File: config.mk
export PLATFORM = sky130hd
export DESIGN_NAME = identity_payload_parser
export DESIGN_NICKNAME = d
export VERILOG_FILES = /design/src/rtl/ipp_pkg.sv /design/src/rtl/ipp_in_stage.sv /design/src/rtl/ipp_core.sv /design/src/rtl/identity_payload_parser.sv
export SDC_FILE = /design/constraint.sdc
export NUM_CORES = 1
export LEC_CHECK = 0
export BUFFER_PORTS_ARGS = -buffer_cell sky130_fd_sc_hd__buf_4
export CORE_ASPECT_RATIO = 0.5
export CORE_MARGIN = 5
export CORE_UTILIZATION = 57
export CTS_CLUSTER_SIZE = 10
export DETAILED_ROUTE_END_ITERATION = 16
export PLACE_DENSITY = 0.87
export SYNTH_ARGS = -nofsm -noshare
export SYNTH_HDL_FRONTEND = slang
export SYNTH_SLANG_ARGS = --single-unit
export TNS_END_PERCENT = 1
File: constraint.sdc
create_clock -name clk -period 2.95 [get_ports clk]
set_input_delay 0.59 -clock clk [delete_from_list [all_inputs] [get_ports clk]]
set_output_delay 0.59 -clock clk [all_outputs]
set_load 0.02 [all_outputs]
File: src/rtl/ipp_pkg.sv
// Shared types and codes for the identity payload parser.
package ipp_pkg;

  localparam int unsigned MinPayload = 5;
  localparam int unsigned PosLimit   = 255;

  typedef enum logic [2:0] {
    FK_SLOTS      = 3'd0,
    FK_VMAJOR     = 3'd1,
    FK_VMINOR     = 3'd2,
    FK_VENDOR_LEN = 3'd3,
    FK_VENDOR_CHR = 3'd4,
    FK_PROD_LEN   = 3'd5,
    FK_PROD_CHR   = 3'd6,
    FK_TRAIL      = 3'd7
  } field_kind_t;

  typedef enum logic [2:0] {
    ST_OK           = 3'd0,
    ST_TOO_SHORT    = 3'd1,
    ST_VENDOR_LONG  = 3'd2,
    ST_VENDOR_CUT   = 3'd3,
    ST_PROD_MISSING = 3'd4,
    ST_PROD_LONG    = 3'd5,
    ST_PROD_CUT     = 3'd6,
    ST_RSVD         = 3'd7
  } parse_status_t;

  typedef struct packed {
    logic [7:0] data_byte;
    logic       final_byte;
  } in_beat_t;

  typedef struct packed {
    field_kind_t   field_kind;
    logic [7:0]    field_value;
    logic [4:0]    char_index;
    logic          ends_payload;
    parse_status_t parse_status;
    logic          parse_ok;
  } result_t;

endpackage

File: src/rtl/ipp_in_stage.sv
// Input register stage: captures one beat and hands it to the parser core.
module ipp_in_stage
  import ipp_pkg::*;
(
  input  logic     clk,
  input  logic     rst,
  input  logic     in_valid,
  output logic     in_ready,
  input  in_beat_t in_beat,
  output logic     out_valid,
  input  logic     out_ready,
  output in_beat_t out_beat
);

  logic     held_valid;
  in_beat_t held_beat;

  // Take a new beat whenever the held one is empty or moving on.
  assign in_ready  = !held_valid || out_ready;
  assign out_valid = held_valid;
  assign out_beat  = held_beat;

  always_ff @(posedge clk) begin
    if (rst) begin
      held_valid <= 1'b0;
    end else if (in_ready) begin
      held_valid <= in_valid;
    end
  end

  always_ff @(posedge clk) begin
    if (in_ready && in_valid) begin
      held_beat <= in_beat;
    end
  end

endmodule

File: src/rtl/ipp_core.sv
// Parser core: field tracking state, per-byte labeling and result register.
module ipp_core
  import ipp_pkg::*;
#(
  parameter int unsigned NAME_MAX = 32
) (
  input  logic     clk,
  input  logic     rst,
  input  logic     in_valid,
  output logic     in_ready,
  input  in_beat_t in_beat,
  output logic     res_valid,
  input  logic     res_ready,
  output result_t  res
);

  // Encoding matches field_kind_t so a phase labels its byte directly.
  typedef enum logic [2:0] {
    PH_SLOTS      = 3'd0,
    PH_VMAJOR     = 3'd1,
    PH_VMINOR     = 3'd2,
    PH_VENDOR_LEN = 3'd3,
    PH_VENDOR_CHR = 3'd4,
    PH_PROD_LEN   = 3'd5,
    PH_PROD_CHR   = 3'd6,
    PH_TRAIL      = 3'd7
  } phase_t;

  localparam logic [7:0] NameMaxB   = 8'(NAME_MAX);
  localparam logic [7:0] MinPayB    = 8'(MinPayload);
  localparam logic [7:0] PosLimitB  = 8'(PosLimit);

  phase_t        phase, phase_next;
  logic [7:0]    byte_position, byte_position_next;
  logic [7:0]    name_length, name_length_next;
  logic [7:0]    name_counter, name_counter_next;
  parse_status_t first_error, first_error_next;
  result_t       res_next;
  logic          take;

  assign in_ready = !res_valid || res_ready;
  assign take     = in_valid && in_ready;

  always_comb begin
    phase_next         = phase;
    byte_position_next = byte_position;
    name_length_next   = name_length;
    name_counter_next  = name_counter;
    first_error_next   = first_error;

    res_next              = '0;
    res_next.field_kind   = FK_TRAIL;
    res_next.field_value  = in_beat.data_byte;
    res_next.ends_payload = in_beat.final_byte;
    res_next.parse_status = ST_OK;

    if (byte_position != PosLimitB) begin
      res_next.field_kind = field_kind_t'(phase);
      unique case (phase)
        PH_SLOTS:  phase_next = PH_VMAJOR;
        PH_VMAJOR: phase_next = PH_VMINOR;
        PH_VMINOR: phase_next = PH_VENDOR_LEN;
        PH_VENDOR_LEN, PH_PROD_LEN: begin
          name_length_next  = in_beat.data_byte;
          name_counter_next = '0;
          if (in_beat.data_byte > NameMaxB) begin
            first_error_next = (phase == PH_VENDOR_LEN) ? ST_VENDOR_LONG : ST_PROD_LONG;
            phase_next       = PH_TRAIL;
          end else if (in_beat.data_byte == '0) begin
            phase_next = (phase == PH_VENDOR_LEN) ? PH_PROD_LEN : PH_TRAIL;
          end else begin
            phase_next = (phase == PH_VENDOR_LEN) ? PH_VENDOR_CHR : PH_PROD_CHR;
          end
        end
        PH_VENDOR_CHR, PH_PROD_CHR: begin
          res_next.char_index = name_counter[4:0];
          name_counter_next   = name_counter + 8'd1;
          if (name_counter_next >= name_length) begin
            phase_next = (phase == PH_VENDOR_CHR) ? PH_PROD_LEN : PH_TRAIL;
          end
        end
        default: phase_next = phase;
      endcase
      byte_position_next = byte_position + 8'd1;
    end

    if (in_beat.final_byte) begin
      priority if (byte_position_next < MinPayB) begin
        res_next.parse_status = ST_TOO_SHORT;
      end else if (first_error_next != ST_OK) begin
        res_next.parse_status = first_error_next;
      end else if (phase_next == PH_VENDOR_CHR) begin
        res_next.parse_status = ST_VENDOR_CUT;
      end else if (phase_next == PH_PROD_LEN) begin
        res_next.parse_status = ST_PROD_MISSING;
      end else if (phase_next == PH_PROD_CHR) begin
        res_next.parse_status = ST_PROD_CUT;
      end else begin
        res_next.parse_status = ST_OK;
      end
      res_next.parse_ok = (res_next.parse_status == ST_OK);
    end
  end

  always_ff @(posedge clk) begin
    if (rst) begin
      phase         <= PH_SLOTS;
      byte_position <= '0;
      name_length   <= '0;
      name_counter  <= '0;
      first_error   <= ST_OK;
      res_valid     <= 1'b0;
    end else begin
      if (in_ready) begin
        res_valid <= in_valid;
      end
      if (take) begin
        res <= res_next;
        if (in_beat.final_byte) begin
          // Drop back to the start of a payload.
          phase         <= PH_SLOTS;
          byte_position <= '0;
          name_length   <= '0;
          name_counter  <= '0;
          first_error   <= ST_OK;
        end else begin
          phase         <= phase_next;
          byte_position <= byte_position_next;
          name_length   <= name_length_next;
          name_counter  <= name_counter_next;
          first_error   <= first_error_next;
        end
      end
    end
  end

endmodule

File: src/rtl/identity_payload_parser.sv
// Top level of the identity payload parser.
// Usage:
//   Payload bytes enter on the s_axis channel one beat at a time, in wire
//   order, with s_axis_tlast on the final byte of a payload. Every input beat
//   produces exactly one m_axis beat that labels the byte with the field it
//   fills (m_axis_tuser), repeats the byte, and gives the character index
//   for vendor and product name characters.
//   On the beat that carries m_axis_tlast, the status and ok flag in
//   m_axis_tdata report the outcome of the whole payload; on other beats
//   they read zero. Bytes past the 255th of a payload are labeled trailing.
// Pipeline and throughput:
//   Each accepted beat passes through the input register and then the
//   result register before it shows on m_axis. One beat is accepted per
//   cycle when the receiver keeps up; each byte needs only a phase step,
//   a length compare and a counter step.
// Reset and stalls:
//   rst (synchronous, active high) empties both registers and puts the
//   parser at the start of a payload; a final byte also returns the parser there.
//   When m_axis_tready is low the result register holds its beat, the
//   input register fills, and then s_axis_tready drops; nothing is lost.
module identity_payload_parser
  import ipp_pkg::*;
#(
  parameter int unsigned NAME_MAX = 32
) (
  input  logic        clk,
  input  logic        rst,
  input  logic        s_axis_tvalid,
  output logic        s_axis_tready,
  input  logic [7:0]  s_axis_tdata,   // [7:0] data_byte
  input  logic        s_axis_tlast,   // final_byte
  output logic        m_axis_tvalid,
  input  logic        m_axis_tready,
  // [7:0] field_value, [12:8] char_index, [15:13] parse_status,
  // [16] parse_ok, [23:17] zero
  output logic [23:0] m_axis_tdata,
  output logic [2:0]  m_axis_tuser,   // [2:0] field_kind
  output logic        m_axis_tlast    // ends_payload
);

  in_beat_t in_beat, held_beat;
  logic     held_valid, core_ready;
  result_t  res;

  assign in_beat.data_byte  = s_axis_tdata;
  assign in_beat.final_byte = s_axis_tlast;

  ipp_in_stage u_in_stage (
    .clk       (clk),
    .rst       (rst),
    .in_valid  (s_axis_tvalid),
    .in_ready  (s_axis_tready),
    .in_beat   (in_beat),
    .out_valid (held_valid),
    .out_ready (core_ready),
    .out_beat  (held_beat)
  );

  ipp_core #(
    .NAME_MAX (NAME_MAX)
  ) u_core (
    .clk       (clk),
    .rst       (rst),
    .in_valid  (held_valid),
    .in_ready  (core_ready),
    .in_beat   (held_beat),
    .res_valid (m_axis_tvalid),
    .res_ready (m_axis_tready),
    .res       (res)
  );

  // Pack the result fields, lowest field first.
  assign m_axis_tdata = {7'd0, res.parse_ok, res.parse_status, res.char_index,
                         res.field_value};
  assign m_axis_tuser = res.field_kind;
  assign m_axis_tlast = res.ends_payload;

endmodule

---- Yosys cells after proc, flatten, opt, wreduce, memory -nomap -nowiden ----
Cells that the tools add are included.
word-level totals
  register bits after elaboration ......... 62
  bits of input ports ..................... 13
  output and inout port bits .............. 30
  logic and storage cells ................. 78
cells by class
  $add $sub $neg .......................... 2
  order comparisons ....................... 3
  eq/ne operators ......................... 10
  mux-type cells .......................... 28
  bitwise logic cells ..................... 1
  reduce and logical (&&, ||, !) cells .... 19
operators by type and width
  cell                                                                    count
  8-bit two-way mux                                                       7
  3-bit two-way mux                                                       16
  3-bit equality test (second input constant)                             6
  8-bit by 1-bit adder with 8-bit output (second input constant)          2
  8-bit one-hot mux with 2 select lines                                   1
  3-bit one-hot mux with 5 select lines                                   1
  8-bit greater-or-equal comparator                                       1
  8-bit by 6-bit > comparator with 1-bit output (second input constant)   1
  8-bit zero test                                                         1
  8-bit by 3-bit < comparator with 1-bit output (second input constant)   1
  8-bit inequality test (second input constant)                           1
  3-bit by 2-bit equality test with 1-bit output (second input constant)  2
  3-bit zero test                                                         2
  2-bit two-way mux                                                       3
  3-bit AND reduction                                                     2
  3-bit nonzero test                                                      2
  2-bit AND reduction                                                     2
  2-bit nonzero test                                                      2
  2-bit OR reduction                                                      2
  3-bit by 1-bit equality test with 1-bit output (second input constant)  1
  1-bit logical AND                                                       2
  1-bit zero test                                                         2
  1-bit logical OR                                                        2
  1-bit NOT                                                               1

---- Logic depth before layout (Yosys ltp) ----
  depth in word-level cells ............... 14
  gate-level depth with buffers ........... 12
  mapped depth without buffers ............ 12

---- Cells and area by module ----
A second synthesis with hierarchy kept.
second synthesis, totals
  cell total of the unflattened synthesis .. 315
  area total of the unflattened synthesis .. 3,081.7 sq um
modules (own cells, without submodules)
  module                   instances  cells each  area each (sq um)  sequential area each (sq um)
  ipp_core                 1          293         2,700.1            1,251.2
  ipp_in_stage             1          14          325.3              290.3
  identity_payload_parser  1          8           56.3               0.0

---- Worst setup path after synthesis ----
Ideal clock, no wire load.
  path type ............................... register to register
  start point ............................. register u_core.name_counter[0]
  end point ............................... register, netlist name u_core.res[0]
  library setup time ...................... 0.256 ns
  arrival time ............................ 2.198 ns
  required time ........................... 2.694 ns
  path slack .............................. 0.496 ns
  stages on the path, launching flop included .. 11
  path buffers ............................ 0
  period minus slack after synthesis ...... 2.454 ns
  cells stage by stage .................... dfxtp_1 > nand3_1 > nor2_1 > xor2_1 > ha_1 > a211o_1 > o211ai_1 > o311a_1 > o21ai_0 > a311o_1 > and4_1
between the ends
  longest elaborated chain between the ends .. 13
  elaborated cells between the ends (all ways) .. 15
  classes of those cells .................. add/sub: 1; order compare: 1; eq/ne: 3; mux: 9; reduce/logical: 1
ends and longest elaborated chain
  what                                        line             text
  start, declared                             ipp_core.sv:36   logic [7:0] name_counter, name_counter_next;
  start signal, assigned                      ipp_core.sv:130  name_counter <= name_counter_next;
  8-bit by 1-bit adder with 8-bit output (*)  ipp_core.sv:77   name_counter_next = name_counter + 8'd1;
  8-bit greater-or-equal comparator (*)       ipp_core.sv:78   if (name_counter_next >= name_length) begin
  3-bit two-way mux (*)                       ipp_core.sv:78
  3-bit one-hot mux with 5 select lines (*)   ipp_core.sv:59   unique case (phase)
  3-bit two-way mux (*)                       ipp_core.sv:57   if (byte_position != PosLimitB) begin
  3-bit equality test                         ipp_core.sv:96   end else if (phase_next == PH_PROD_CHR) begin
  3-bit two-way mux                           ipp_core.sv:96
  3-bit two-way mux                           ipp_core.sv:94   end else if (phase_next == PH_PROD_LEN) begin
  3-bit two-way mux (*)                       ipp_core.sv:92   end else if (phase_next == PH_VENDOR_CHR) begin
  3-bit two-way mux (*)                       ipp_core.sv:90   end else if (first_error_next != ST_OK) begin
  3-bit two-way mux (*)                       ipp_core.sv:88   priority if (byte_position_next < MinPayB) begin
  3-bit two-way mux (*)                       ipp_core.sv:87   if (in_beat.final_byte) begin
  3-bit zero test (*)                         ipp_core.sv:101  res_next.parse_ok = (res_next.parse_status == ST_OK);
Every way passes the cells marked *; elsewhere a longest branch is shown, timed or not. The select of a mux whose other input is x is not followed.
A chain may end at the register's enable or synchronous reset.

---- Worst setup path after layout ----
  start point ............................. register u_core.name_counter[1]
  end point ............................... register, netlist name u_core.res[0]
between the ends
  longest elaborated chain between the ends .. 13
  elaborated cells between the ends (all ways) .. 15
  classes of those cells .................. add/sub: 1; order compare: 1; eq/ne: 3; mux: 9; reduce/logical: 1
ends and longest elaborated chain
  what                                        line
  8-bit by 1-bit adder with 8-bit output (*)  ipp_core.sv:77
  8-bit greater-or-equal comparator (*)       ipp_core.sv:78
  3-bit two-way mux (*)                       ipp_core.sv:78
  3-bit one-hot mux with 5 select lines (*)   ipp_core.sv:59
  3-bit two-way mux (*)                       ipp_core.sv:57
  3-bit equality test                         ipp_core.sv:96
  3-bit two-way mux                           ipp_core.sv:96
  3-bit two-way mux                           ipp_core.sv:94
  3-bit two-way mux (*)                       ipp_core.sv:92
  3-bit two-way mux (*)                       ipp_core.sv:90
  3-bit two-way mux (*)                       ipp_core.sv:88
  3-bit two-way mux (*)                       ipp_core.sv:87
  3-bit zero test (*)                         ipp_core.sv:101
Marks and branches as above.

==> results.md <==
- Outcome: completed
- DRC violations left: 0
- Setup crit end kind: flip-flop
- HP Class: input port to flip-flop
- Pint: between 1.5 and 2 mW
- Total Die Area: roughly 7300 sq um
- Post-synth cell types: 61
- Clk slew on worst S/H paths: 0.06 ns
- Total core area: around 5500 sq um
- I/O Buffers: 35
- Io pins: 43
- Number of buffers created by CTS: 9
- Tcrit/Tclk final: 91.4%
- Startpoint type of the worst setup path: flip-flop
- FF/Latch Area: between 1500 and 2000 sq um
- Maxcap violations: 0
- Hold-critical path depth: 1
- Wirelength, routed: 7480 microns
- # diodes: 0
- Via count: approximately 2,700
- Launch point of the worst path: u_core.name_counter[1]
- Pwr/cell area: 540 nW/um^2
- Static Leak: roughly 1.4 nW
- Main synth FF type: dfxtp_1
- Post-layout net count: around 390
- Yosys reg bits: between 60 and 70
- Multi-input gate area: ~1500 sq um
- Row count: 19
- Floorplan die width: ~120 microns
- Clock skew: 0.00603 ns
- Vias per std cell: 6.18
- Clock power share: a little under half
- Flop pwr share: 46.4%
- Post-Syn Area: 3210 sq um
- Clock H-tree levels: 3
- Die Ht: ~63 microns
- Metal2 WL: 3610 microns
- Tmin final: about 2.7 ns
- CP Data Arrival Time: 2.89 ns
- Post-synth EDFFs: 30
- Sequential share of the synthesized area: 48.0%
- Sinks on Clock Net: between 60 and 70
- Clk_lat worst skew: ~0.33 ns
- Worst-Margin Slew: approximately 0.65 ns
- Kind of critical path: flip-flop to flip-flop
- Pin count of the biggest net entering global routing: 34
- Hold buffers post-CTS: 0
- Unrepaired setup endpoints after global routing: false
- P&R area growth vs syn: 17.5%
- Yosys top cell by area: edfxtp_1
- Synth warnings: 0
- Final TNS setup: 0 ns
- Vias in the first global route: between 2,000 and 3,000
- Mapped Cells: approximately 330
- Relative slew slack: between 50% and 60%
- Switching Power: ~0.5 mW
- Max VDD drop: around 420 uV
- Mean post-synth cell area: ~9.6 sq um
- Slew Viols, Final: 0
- FMAX: 371 MHz
- CTS Root Cell: clkbuf_16
- R2r worst-path depth: 11
- Fillers: 399
- Setup slack, reg-to-reg: about 0.25 ns
- Ys async rst share: 0%
- WL/cell: about 17 microns
- CTS tree: yes
- Final core occ: between 60% and 70%
- Reg-to-Reg End: u_core.res[0]
- CTS Buffer Depth: 2
- Wire length on met1: roughly 3100 microns
- Layout cells sized above 1: around a fifth
- Count leader, synth: nor2_1
- Hold EP: u_in_stage.out_beat[3]
- DR pass1 iterations: 7
- Post-detail-place hpwl: around 5000 microns
- Detailed Route Iter0 Violations: between 200 and 250
- Initial antenna violation count: 0
- Post-synth top cells: nor2_1 (46), dfxtp_1 (32), edfxtp_1 (30), a21oi_1 (22), nand2_1 (17)
- Largest fanout on the critical path: 4
- First-pass GRT wire length: about 12,000 microns
- Starting Density: between 50% and 60%
- Routed Antenna Nets: 0
- Worst Hold Launch: s_axis_tdata[2]
- Comb power frac: under 10%
- Overall fraction of global-route tracks in use: a little over a fifth
- Finish-stage setup viols: 0
- Final Instance Count excl. Fillers: approximately 440
- Max Used Layer: met4
- Synth top area cells: edfxtp_1 (28%), dfxtp_1 (20%), nor2_1 (5.4%)
- Post-synth top area share: 28.1%
- Sw Share: 24.4%
- Routability cong.: between 0.9 and 1
- Total grt overflow: 0
- Hold_ws: around 0.43 ns
- Routed wl met3: between 600 and 700 microns
- Final Hold Viols: 0
- Cell count after placement: approximately 430
- Worst path required time: roughly 3.2 ns
- Worst r2r src: u_core.name_counter[1]
- Overall Power: 2.04 mW
[worst max path at each step]
stage                         end  slack, ns  depth (start not counted)
global route        u_core.res[0]       0.04                         11
CTS                 u_core.res[0]       0.07                         11
detailed placement  u_core.res[0]       0.19                          8
finish              u_core.res[0]       0.25                         11
floorplan           u_core.res[0]       0.50                         10
global placement    u_core.res[0]       0.34                         10
[routing by layer]
metal / vias to the layer above / track usage [%]
met4: 0 / 9.12
li1: 1256 / -
met5: - / 0
met1: 1307 / 26.0
met3: 20 / 5.83
met2: 150 / 35.0
[cells by family (layout without fill, tap and decap cells)]
kind of cell / after synthesis / in the layout / share of synthesized area (%)
simple gates: 133 / 133 / 21.7
compound gates: 75 / 75 / 16.3
flops: 62 / 62 / 48.0
buf+inv: 40 / 70 / 6.51
fa+ha+maj: 10 / 10 / 3.90
xor+xnor: 9 / 9 / 2.46
mux: 3 / 3 / 0.936
other cells: 1 / 7 / 0.117
[through the flow]
step,instance area [sq um],worst slack [ns]
finish,3770,0.254
global route,3770,0.0402
CTS,3740,0.0728
detailed placement,3460,0.188
global placement,3460,0.340
floorplan,3230,0.496
[cells in the final DEF, fill, tap and decap left out, types with 3 or more instances in the layout]
cell type,Yosys,layout
a31oi_1,5,5
and3_1,10,10
o21ai_0,11,11
conb_1,1,7
xnor2_1,6,6
inv_1,13,13
nand2_1,17,17
nor3b_1,4,4
a21oi_1,22,21
clkbuf_16,0,9
nor2_1,46,45
nand2b_1,3,3
ha_1,10,10
inv_6,0,3
xor2_1,3,3
nand3_1,10,9
edfxtp_1,30,30
nor3_1,16,16
dfxtp_1,32,31
mux2i_1,3,3
nand3b_1,4,4
buf_4,8,40
a22oi_1,10,10
o31ai_1,4,4
[critical path, stage by stage, from the launching register on]
cell	delay [ns]
dfxtp_1	0.39
ha_1	0.21
nand3_1	0.12
nor2_1	0.17
xor2_1	0.20
ha_1	0.28
o211ai_1	0.20
o311a_1	0.31
mux2i_1	0.20
nand3_1	0.10
a21oi_2	0.18
and4_1	0.20
[registers in the layout, indices dropped and copies added (netlist names)]
| register | count |
|---|---|
| u_core.name_length | 8 |
| u_core.name_counter | 8 |
| u_core.res_valid | 1 |
| u_core.byte_position | 8 |
| u_in_stage.out_beat | 9 |
| u_core.res | 21 |
| u_core.phase | 3 |
| u_core.first_error | 3 |
| u_in_stage.out_valid | 1 |
[timing repair]
| action | CTS | global route |
|---|---|---|
| resized for setup | 0 | 7 |
| endpoints found under the setup margin | 0 | 3 |
| setup buffers | 0 | 1 |
[power by group through the flow]
stage / Clock [mW] / Combinational, mW / Sequential, mW
global route: 1.03 / 0.122 / 0.946
detailed placement: 0 / 0.111 / 0.961
CTS: 0.985 / 0.113 / 0.943
finish: 0.977 / 0.114 / 0.944
global placement: 0 / 0.107 / 0.960
floorplan: 0 / 0.0686 / 0.964
[area by class of cell]
cell class                      instances  area share [%]
Tap cell                               73            2.42
Sequential cell                        62            40.9
Clock inverter                          7            1.49
Inverter                               14            1.39
Timing Repair Buffer                   40            7.96
Multi-Input combinational cell        237            39.9
Clock buffer                            9            5.97
Power figures use the tool's default switching activity.
